### src/hw/rtl/swap_slot_allocator_top_assert.svh
// ----------------------------------------------------------------------------
// swap slot allocator assertion macros
// shared property forms used by the rtl checks
// ----------------------------------------------------------------------------
`ifndef SWAP_SLOT_ALLOCATOR_TOP_ASSERT_SVH
`define SWAP_SLOT_ALLOCATOR_TOP_ASSERT_SVH

// same-cycle implication, quiet while reset is held
`define SSA_ASSERT_NOW(lbl, clk, rstn, ante, cons, msg) \
    lbl: assert property (@(posedge clk) disable iff (!(rstn)) (ante) |-> (cons)) \
        else $error(msg);

// next-cycle implication, quiet while reset is held
`define SSA_ASSERT_NEXT(lbl, clk, rstn, ante, cons, msg) \
    lbl: assert property (@(posedge clk) disable iff (!(rstn)) (ante) |=> (cons)) \
        else $error(msg);

`endif

### src/hw/rtl/ssa_pkg.sv
// ----------------------------------------------------------------------------
// ssa_pkg
// shared constants and types of the swap slot allocator
// ----------------------------------------------------------------------------
package ssa_pkg;

    localparam int SLOT_COUNT_DEF = 2048;

    localparam int WORD_W       = 32;  // bitmap bits per memory word
    localparam int BIT_W        = 5;   // bit index within a word
    localparam int CFG_W        = 11;  // width of the window registers
    localparam int CFG_IDX_W    = 1;
    localparam int SLOT_FIELD_W = 11;
    localparam int STATUS_W     = 3;
    localparam int ENTRY_W      = 32;
    localparam int PAGE_LSB     = 12;  // page frame / slot field starts here
    localparam int ENTRY_SLOT_W = ENTRY_W - PAGE_LSB;

    localparam logic OP_ALLOC = 1'b0;
    localparam logic OP_FREE  = 1'b1;

    localparam logic [CFG_IDX_W-1:0] CFG_LOWEST  = 1'b0;
    localparam logic [CFG_IDX_W-1:0] CFG_HIGHEST = 1'b1;

    localparam logic [CFG_W-1:0] LOWEST_RST  = 11'd0;
    localparam logic [CFG_W-1:0] HIGHEST_RST = 11'd2047;

    typedef enum logic [STATUS_W-1:0] {
        STAT_ALLOCATED = 3'd0,
        STAT_NO_PAGE   = 3'd1,
        STAT_FULL      = 3'd2,
        STAT_FREED     = 3'd3,
        STAT_RANGE     = 3'd4
    } status_t;

    typedef struct packed {
        logic             found;
        logic [BIT_W-1:0] bit_idx;
    } ffz_res_t;

endpackage

### src/hw/rtl/swap_slot_allocator_top.sv
// ----------------------------------------------------------------------------
// swap_slot_allocator_top
// first-fit swap slot allocator over a bitmap held in block ram
// ----------------------------------------------------------------------------
// usage
//   request channel s_valid/s_ready carries s_op and s_entry_word. op allocate
//   takes the lowest free slot in [lowest_slot, highest_slot], op free clears
//   the slot in entry bits 31..12. results leave on m_valid/m_ready as
//   m_slot and m_status, one per request, in order.
//   cfg_wr_en/cfg_index/cfg_wr_data write the window registers; write them
//   only while no request is in flight.
// timing
//   the bitmap sits in 32-bit ram words, one word read per cycle by the scan.
//   allocate: the scan reads k words (1..64), the first at accept, then
//   done. free: read, write-back, done. no-page alloc, empty window and
//   out-of-range free: straight to done. one request in flight; the next is
//   taken once the result is handed to the output register, so a stalled
//   receiver holds one finished result as the next is taken and worked on.
// reset
//   aresetn low clears control state; afterwards a clearing pass writes every
//   ram word to zero, ceil(SLOT_COUNT/32) words (64 at 2048 slots), with
//   s_ready low. configuration writes are taken during the pass.
// ----------------------------------------------------------------------------
module swap_slot_allocator_top
    import ssa_pkg::*;
#(
    parameter int SLOT_COUNT = SLOT_COUNT_DEF
) (
    input  logic                    aclk,
    input  logic                    aresetn,

    input  logic                    s_valid,
    output logic                    s_ready,
    input  logic                    s_op,
    input  logic [ENTRY_W-1:0]      s_entry_word,

    output logic                    m_valid,
    input  logic                    m_ready,
    output logic [SLOT_FIELD_W-1:0] m_slot,
    output logic [STATUS_W-1:0]     m_status,

    input  logic                    cfg_wr_en,
    input  logic [CFG_IDX_W-1:0]    cfg_index,
    input  logic [CFG_W-1:0]        cfg_wr_data
);

`include "swap_slot_allocator_top_assert.svh"

    localparam int WORDS   = (SLOT_COUNT + WORD_W - 1) / WORD_W;
    localparam int WORD_AW = (WORDS > 1) ? $clog2(WORDS) : 1;
    localparam logic [ENTRY_SLOT_W-1:0] SLOT_LIM  = ENTRY_SLOT_W'(SLOT_COUNT);
    localparam logic [CFG_W-1:0]        SLOT_LAST = CFG_W'(SLOT_COUNT - 1);
    localparam logic [WORD_AW-1:0]      WORD_LAST = WORD_AW'(WORDS - 1);

    typedef enum logic [4:0] {
        S_CLEAR = 5'b00001,
        S_IDLE  = 5'b00010,
        S_SCAN  = 5'b00100,
        S_FREEW = 5'b01000,
        S_DONE  = 5'b10000
    } state_t;

    state_t                  state_reg, state_next;
    logic [WORD_AW-1:0]      clr_cnt_reg, clr_cnt_next;
    logic [CFG_W-1:0]        lowest_reg, lowest_next;
    logic [CFG_W-1:0]        highest_reg, highest_next;
    logic                    m_valid_reg, m_valid_next;

    logic [WORD_AW-1:0]      word_reg, word_next;
    logic                    first_reg, first_next;
    logic [BIT_W-1:0]        lo_bit_reg, lo_bit_next;
    logic [WORD_AW-1:0]      last_word_reg, last_word_next;
    logic [BIT_W-1:0]        last_bit_reg, last_bit_next;
    logic [BIT_W-1:0]        bit_reg, bit_next;
    logic [SLOT_FIELD_W-1:0] res_slot_reg, res_slot_next;
    status_t                 res_status_reg, res_status_next;
    logic [SLOT_FIELD_W-1:0] m_slot_reg, m_slot_next;
    status_t                 m_status_reg, m_status_next;

    logic                    ram_we, ram_re;
    logic [WORD_AW-1:0]      ram_waddr, ram_raddr;
    logic [WORD_W-1:0]       ram_wdata, ram_rdata;

    logic [BIT_W-1:0]        ffz_lo, ffz_hi;
    ffz_res_t                ffz;

    logic                    accept;
    logic                    has_page;
    logic [ENTRY_SLOT_W-1:0] entry_slot;
    logic                    free_in_range;
    logic [CFG_W-1:0]        last_sel;
    logic                    window_empty;
    logic                    at_last_word;
    logic                    out_free;

    ssa_ram #(
        .WIDTH (WORD_W),
        .DEPTH (WORDS)
    ) u_map (
        .aclk  (aclk),
        .we    (ram_we),
        .waddr (ram_waddr),
        .wdata (ram_wdata),
        .re    (ram_re),
        .raddr (ram_raddr),
        .rdata (ram_rdata)
    );

    ssa_ffz u_ffz (
        .word   (ram_rdata),
        .lo_bit (ffz_lo),
        .hi_bit (ffz_hi),
        .res    (ffz)
    );

    assign s_ready       = (state_reg == S_IDLE);
    assign accept        = s_valid && s_ready;
    assign has_page      = |s_entry_word[ENTRY_W-1:PAGE_LSB];
    assign entry_slot    = s_entry_word[ENTRY_W-1:PAGE_LSB];
    assign free_in_range = entry_slot < SLOT_LIM;
    // search never runs past the end of the map
    assign last_sel      = (ENTRY_SLOT_W'(highest_reg) < SLOT_LIM) ? highest_reg : SLOT_LAST;
    assign window_empty  = lowest_reg > last_sel;
    assign at_last_word  = word_reg == last_word_reg;
    assign out_free      = !m_valid_reg || m_ready;

    assign ffz_lo = first_reg ? lo_bit_reg : '0;
    assign ffz_hi = at_last_word ? last_bit_reg : '1;

    // ram ports
    always_comb begin
        ram_re    = 1'b0;
        ram_raddr = word_reg + WORD_AW'(1);
        ram_we    = 1'b0;
        ram_waddr = word_reg;
        ram_wdata = ram_rdata;
        case (state_reg)
            S_CLEAR: begin
                ram_we    = 1'b1;
                ram_waddr = clr_cnt_reg;
                ram_wdata = '0;
            end
            S_IDLE: begin
                if (s_op == OP_ALLOC) begin
                    ram_re    = accept && has_page && !window_empty;
                    ram_raddr = WORD_AW'(lowest_reg[CFG_W-1:BIT_W]);
                end else begin
                    ram_re    = accept && free_in_range;
                    ram_raddr = WORD_AW'(entry_slot[ENTRY_SLOT_W-1:BIT_W]);
                end
            end
            S_SCAN: begin
                ram_re    = !ffz.found && !at_last_word;
                ram_we    = ffz.found;
                ram_wdata = ram_rdata | (WORD_W'(1) << ffz.bit_idx);
            end
            S_FREEW: begin
                ram_we    = 1'b1;
                ram_wdata = ram_rdata & ~(WORD_W'(1) << bit_reg);
            end
            default: begin
            end
        endcase
    end

    always_comb begin
        state_next      = state_reg;
        clr_cnt_next    = clr_cnt_reg;
        lowest_next     = lowest_reg;
        highest_next    = highest_reg;
        m_valid_next    = m_valid_reg && !m_ready;
        word_next       = word_reg;
        first_next      = first_reg;
        lo_bit_next     = lo_bit_reg;
        last_word_next  = last_word_reg;
        last_bit_next   = last_bit_reg;
        bit_next        = bit_reg;
        res_slot_next   = res_slot_reg;
        res_status_next = res_status_reg;
        m_slot_next     = m_slot_reg;
        m_status_next   = m_status_reg;

        if (cfg_wr_en) begin
            case (cfg_index)
                CFG_LOWEST:  lowest_next  = cfg_wr_data;
                CFG_HIGHEST: highest_next = cfg_wr_data;
                default: begin
                end
            endcase
        end

        case (state_reg)
            S_CLEAR: begin
                clr_cnt_next = clr_cnt_reg + WORD_AW'(1);
                if (clr_cnt_reg == WORD_LAST) begin
                    state_next = S_IDLE;
                end
            end
            S_IDLE: begin
                if (accept) begin
                    res_slot_next = '0;
                    state_next    = S_DONE;
                    if (s_op == OP_ALLOC) begin
                        word_next      = WORD_AW'(lowest_reg[CFG_W-1:BIT_W]);
                        first_next     = 1'b1;
                        lo_bit_next    = lowest_reg[BIT_W-1:0];
                        last_word_next = WORD_AW'(last_sel[CFG_W-1:BIT_W]);
                        last_bit_next  = last_sel[BIT_W-1:0];
                        if (!has_page) begin
                            res_status_next = STAT_NO_PAGE;
                        end else if (window_empty) begin
                            res_status_next = STAT_FULL;
                        end else begin
                            state_next = S_SCAN;
                        end
                    end else begin
                        word_next = WORD_AW'(entry_slot[ENTRY_SLOT_W-1:BIT_W]);
                        bit_next  = entry_slot[BIT_W-1:0];
                        if (free_in_range) begin
                            res_slot_next   = entry_slot[SLOT_FIELD_W-1:0];
                            res_status_next = STAT_FREED;
                            state_next      = S_FREEW;
                        end else begin
                            res_status_next = STAT_RANGE;
                        end
                    end
                end
            end
            S_SCAN: begin
                if (ffz.found) begin
                    res_slot_next   = SLOT_FIELD_W'({word_reg, ffz.bit_idx});
                    res_status_next = STAT_ALLOCATED;
                    state_next      = S_DONE;
                end else if (at_last_word) begin
                    res_slot_next   = '0;
                    res_status_next = STAT_FULL;
                    state_next      = S_DONE;
                end else begin
                    word_next  = word_reg + WORD_AW'(1);
                    first_next = 1'b0;
                end
            end
            S_FREEW: begin
                state_next = S_DONE;
            end
            S_DONE: begin
                if (out_free) begin
                    m_valid_next  = 1'b1;
                    m_slot_next   = res_slot_reg;
                    m_status_next = res_status_reg;
                    state_next    = S_IDLE;
                end
            end
            default: begin
                state_next = S_IDLE;
            end
        endcase
    end

    always_ff @(posedge aclk) begin
        if (!aresetn) begin
            state_reg   <= S_CLEAR;
            clr_cnt_reg <= '0;
            lowest_reg  <= LOWEST_RST;
            highest_reg <= HIGHEST_RST;
            m_valid_reg <= 1'b0;
        end else begin
            state_reg   <= state_next;
            clr_cnt_reg <= clr_cnt_next;
            lowest_reg  <= lowest_next;
            highest_reg <= highest_next;
            m_valid_reg <= m_valid_next;
        end
    end

    always_ff @(posedge aclk) begin
        word_reg       <= word_next;
        first_reg      <= first_next;
        lo_bit_reg     <= lo_bit_next;
        last_word_reg  <= last_word_next;
        last_bit_reg   <= last_bit_next;
        bit_reg        <= bit_next;
        res_slot_reg   <= res_slot_next;
        res_status_reg <= res_status_next;
        m_slot_reg     <= m_slot_next;
        m_status_reg   <= m_status_next;
    end

    assign m_valid  = m_valid_reg;
    assign m_slot   = m_slot_reg;
    assign m_status = m_status_reg;

    `SSA_ASSERT_NOW(a_none_slot_zero, aclk, aresetn,
        m_valid && (m_status_reg == STAT_NO_PAGE || m_status_reg == STAT_FULL ||
                    m_status_reg == STAT_RANGE),
        m_slot == '0, "slot not zero on a result without a slot")
    `SSA_ASSERT_NEXT(a_one_in_flight, aclk, aresetn,
        s_valid && s_ready, !s_ready, "second request taken while one is in flight")
    `SSA_ASSERT_NOW(a_write_states, aclk, aresetn,
        ram_we,
        state_reg == S_CLEAR || state_reg == S_SCAN || state_reg == S_FREEW,
        "bitmap written outside clear, scan or free")
    `SSA_ASSERT_NOW(a_result_from_done, aclk, aresetn,
        $rose(m_valid_reg), $past(state_reg) == S_DONE,
        "result raised without a finished request")

endmodule

### src/hw/rtl/ssa_ram.sv
// ----------------------------------------------------------------------------
// ssa_ram
// generic single-clock ram, one write port and one registered read port
// ----------------------------------------------------------------------------
module ssa_ram #(
    parameter int WIDTH = 32,
    parameter int DEPTH = 64,
    localparam int AW   = (DEPTH > 1) ? $clog2(DEPTH) : 1
) (
    input  logic             aclk,
    input  logic             we,
    input  logic [AW-1:0]    waddr,
    input  logic [WIDTH-1:0] wdata,
    input  logic             re,
    input  logic [AW-1:0]    raddr,
    output logic [WIDTH-1:0] rdata
);

    logic [WIDTH-1:0] mem [DEPTH];
    logic [WIDTH-1:0] rdata_reg;

    always_ff @(posedge aclk) begin
        if (we) begin
            mem[waddr] <= wdata;
        end
        if (re) begin
            rdata_reg <= mem[raddr];
        end
    end

    assign rdata = rdata_reg;

endmodule

### src/hw/rtl/ssa_ffz.sv
// ----------------------------------------------------------------------------
// ssa_ffz
// finds the lowest clear bit of a bitmap word inside a bit window
// ----------------------------------------------------------------------------
module ssa_ffz
    import ssa_pkg::*;
(
    input  logic [WORD_W-1:0] word,
    input  logic [BIT_W-1:0]  lo_bit,
    input  logic [BIT_W-1:0]  hi_bit,
    output ffz_res_t          res
);

    logic [WORD_W-1:0] avail;

    always_comb begin
        for (int i = 0; i < WORD_W; i++) begin
            avail[i] = !word[i] && (BIT_W'(i) >= lo_bit) && (BIT_W'(i) <= hi_bit);
        end
    end

    // scan from the top so the lowest free bit wins
    always_comb begin
        res = '0;
        for (int i = WORD_W - 1; i >= 0; i--) begin
            if (avail[i]) begin
                res.found   = 1'b1;
                res.bit_idx = BIT_W'(i);
            end
        end
    end

endmodule

### config.mk
export PLATFORM = sky130hd
export DESIGN_NAME = swap_slot_allocator_top
export DESIGN_NICKNAME = d
export VERILOG_FILES = /design/src/hw/rtl/ssa_pkg.sv /design/src/hw/rtl/swap_slot_allocator_top.sv /design/src/hw/rtl/ssa_ram.sv /design/src/hw/rtl/ssa_ffz.sv
export VERILOG_INCLUDE_DIRS = /design/src /design/src/hw/rtl
export SDC_FILE = /design/constraint.sdc
export NUM_CORES = 2
export LEC_CHECK = 0
export ABC_AREA = 1
export BUFFER_PORTS_ARGS = -buffer_cell sky130_fd_sc_hd__buf_2
export CAP_MARGIN = 10
export CELL_PAD_IN_SITES_DETAIL_PLACEMENT = 2
export CELL_PAD_IN_SITES_GLOBAL_PLACEMENT = 2
export CORE_ASPECT_RATIO = 0.8
export CORE_MARGIN = 1
export CORE_UTILIZATION = 45
export CTS_CLUSTER_DIAMETER = 200
export CTS_CLUSTER_SIZE = 40
export DETAILED_ROUTE_END_ITERATION = 8
export GPL_TIMING_DRIVEN = 0
export PLACE_DENSITY = 0.79
export SLEW_MARGIN = 10
export SYNTH_ARGS = -nofsm -noshare
export SYNTH_HDL_FRONTEND = slang
export SYNTH_SLANG_ARGS = --single-unit
### constraint.sdc
create_clock -name aclk -period 12.41 [get_ports aclk]
set_clock_uncertainty 0.1 [all_clocks]
set_input_delay 1.8615 -clock aclk [delete_from_list [all_inputs] [get_ports aclk]]
set_output_delay 1.8615 -clock aclk [all_outputs]
set_load 0.02 [all_outputs]
==> run summary <==
FINISH
-----------------------------------------------------------------------------------------
FILL cells                                                                          18180
Number of flip-flops in the largest register                                         2048
Area delta synth->final                                                            11.73%
Finished Layout Cells                                                                9725
Number of nets in the layout                                                         7208
Share of the core filled with cells in the final layout                            50.88%
Fin area                                                                        97040 um2
Ratio of cells with drive above 1 in the final layout                              6.694%

FLOORPLAN
-----------------------------------------------------------------------------------------
Std cell rows                                                                         143
Count of boundary I/O pins                                                             66
Die Span X                                                                       493.2 um
Die Ht                                                                           394.9 um
Initial Util                                                                       45.54%
Std-Cell Core Area                                                             190700 um2
Floorplan die area                                                             194800 um2

CLOCK TREE
-----------------------------------------------------------------------------------------
Clk sinks                                                                            2170
Clock root cell                                                                 clkbuf_16
# hold bufs at CTS                                                                      0
Maximum clock insertion buffer count                                                    3
Number of buffers inserted by post-CTS setup repair                                     0
Later-pin clock latency in the skew report                                         860 ps
CTS tree                                                                             done
Num CTS Buffers                                                                        60
Clock slew seen by the registers of the worst setup and hold paths                 170 ps
Number of H-tree branching levels                                                       2
Post-CTS Resized                                                                        0

PLACE
-----------------------------------------------------------------------------------------
Dpl cell area                                                                   95280 um2
Minimum setup slack after placement                                               4375 ps
Routability congestion estimate                                                     1.017
Dpl hpwl                                                                        321400 um
Placed cells                                                                         9618
# port buffers                                                                         51

ROUTE
-----------------------------------------------------------------------------------------
Wire length per cell                                                             45.21 um
DRC violations left                                                                     0
Detailed-route via count                                                            69100
Initial DRT Pass Iterations                                                             6
Detailed-route wire length                                                      439700 um
Number of violations reported at the end of detailed-routing iteration 0            11040
ANT nets after route                                                                    0
DR vias/cell                                                                        7.105

SETUP PATH
-----------------------------------------------------------------------------------------
Classification of the worst setup path                                       register to register
Critical Path RT                                                                 13000 ps
Type of element capturing the critical path                                      register
Critical Path Fanout Max                                                               10
Arrival time worst endpoint                                                       8430 ps
Worst setup SP type                                                              register

YOSYS
-----------------------------------------------------------------------------------------
Count leader, synth                                                              edfxtp_1
Number of standard cells after synthesis                                             6839
Number of distinct library cells after synthesis                                       53
Synth warnings                                                                          0
Post-synth design cell area                                                     86850 um2
Largest cells by area after synthesis                                        edfxtp_1 74%, o21ai_0 7.7%, nor2_1 6.2%, o22ai_1 3.8%, clkbuf_1 2.0%
Fraction of synthesized cell area taken by the top area cell type                  73.85%
Sequential cell area fraction in the yosys report                                  74.63%
Synthesized netlist net count                                                        6902
Mean post-synth cell area                                                       12.70 um2
Proportion of register bits with asynchronous set or reset after synthesis             0%
Post-synthesis cell type with the largest combined area                          edfxtp_1
Ranking of synthesized cells by instance count                               2136 x edfxtp_1, 1445 x nor2_1, 1341 x o21ai_0
Number of register bits inferred by synthesis                                        2170
Most used DFF post-synth                                                         edfxtp_1
Number of enable-type register cells in the synthesized netlist                      2136

TIMING
-----------------------------------------------------------------------------------------
Worst-margin pin slew                                                             1592 ps
Setup WS post-layout                                                              4565 ps
Final worst hold slack                                                           348.4 ps
Highest clock frequency the design can meet                                     127.5 MHz
Relative slew margins                                                             -6.160%
Final number of max-transition violations                                               5
Total count of hold-check failures in the final report                                  0
Endpoints failing setup                                                                 0
RSZ-0062 raised after global routing                                                   no
Final Critical Period                                                             7845 ps
Post-route clock period utilization                                                63.21%

PWR
-----------------------------------------------------------------------------------------
Largest voltage drop on the vdd net                                              136.5 uV
Lkg Pwr                                                                          28.65 nW
Pwr dens                                                                     116.6 nW/um2

GLOBAL ROUTE
-----------------------------------------------------------------------------------------
Overall track demand over capacity in global routing                               44.28%
Number of global-route vias before repair                                           69810
Global-route wire length before repair                                          586000 um
Pin count of the biggest net entering global routing                                   45
Total grt overflow                                                                      0
Initial antenna violation count                                                        53

RUN STATUS
-----------------------------------------------------------------------------------------
Run status                                                                   finished, violations left
Violations in the final reports                                              capacitance limit, slew limit

HOLD PATH
-----------------------------------------------------------------------------------------
Tightest Hold Check Type                                                     register to register

FLOW RUN
-----------------------------------------------------------------------------------------
# Max-Cap Violations                                                                    3

## kinds of logic (layout without fill, tap and decap cells)
family                     after synthesis  after routing  share of synthesized area (%)
buffers and inverters                  627            959                          2.737
and+or+nand+nor                       1924           1924                          8.769
other                                    0             17                              0
adders and majority gates               13             13                         0.1873
DFF                                   2170           2170                          74.63
xor gates and xnor gates                 3              3                        0.03026
AOI/OAI and AO/OA                     2102           2102                          13.64
## routing by layer
metal	wire length (um)	up-vias	GRT usage [%]	share of wire (%)
li1	-	26020	-	-
met1	154000	36250	54.39	35
met2	192900	5369	67.02	44
met3	51210	1452	11.93	12
met4	41000	10	33.01	9.3
met5	524	-	1.724	0.12
## final timing paths
path,startpoint,end,slack [ps],cells after the start
worst max-delay path,state_reg[4],u_map.rdata[8],4570,14
worst max register to register,state_reg[4],u_map.rdata[8],4570,14
worst min register to register,res_slot_reg[6],m_slot[6],350,0
worst min-delay path,res_slot_reg[6],m_slot[6],350,0
## stage by stage
| stage | setup TNS (ps) | total power, W |
|---|---|---|
| after floorplan | 0 | 0.008187 |
| after global placement | -618390 | 0.008244 |
| after detailed placement | 0 | 0.008281 |
| after CTS | 0 | 0.01125 |
| after global routing | 0 | 0.01143 |
| final | 0 | 0.01132 |
## layout make-up
cell class / count / area (um2) / share of cell area [%]
sequential: 2170 / 64820 / 66.80
clock buffer: 84 / 1592 / 1.640
tap: 2537 / 3174 / 3.271
buffer: 471 / 1815 / 1.871
clock inverter: 4 / 75.07 / 0.07736
inverter: 156 / 590.6 / 0.6086
multi-input combinational: 4042 / 20560 / 21.19
antenna: 17 / 42.54 / 0.04384
timing repair buffer: 244 / 4368 / 4.501
## worst max-delay path: stages, from the launching register on
cell      delay (ps)
dfxtp_1          370
nor3_1           270
inv_1            110
nor3_1           550
clkinv_1         530
nand2_1          230
o21ai_1          330
inv_1            670
clkbuf_2         800
clkbuf_2         770
clkbuf_1        1060
nor2_1           130
o221ai_1        1260
nand3_1          180
nand2_1          260
## cells in the final DEF, fill, tap and decap left out, types with 34 or more instances in the layout
master and n:
edfxtp_1 2136, nor2_1 1380, o21ai_0 1341, o22ai_1 520, clkbuf_1 463, nand2_1 279
inv_1 135, o221ai_1 126, nand3_1 104, buf_12 95, nor2_4 71, clkbuf_16 60
buf_16 60, buf_2 54, buf_8 35, dfxtp_1 34
## report_power, final
| part | total [W] | internal [W] | switching, W |
|---|---|---|---|
| Sequential | 0.00799 | 0.00796 | 0.0000204 |
| Combinational | 0.000139 | 0.0000353 | 0.000103 |
| Clock | 0.00320 | 0.000917 | 0.00228 |
No activity file was read; power rests on OpenSTA's default activity.
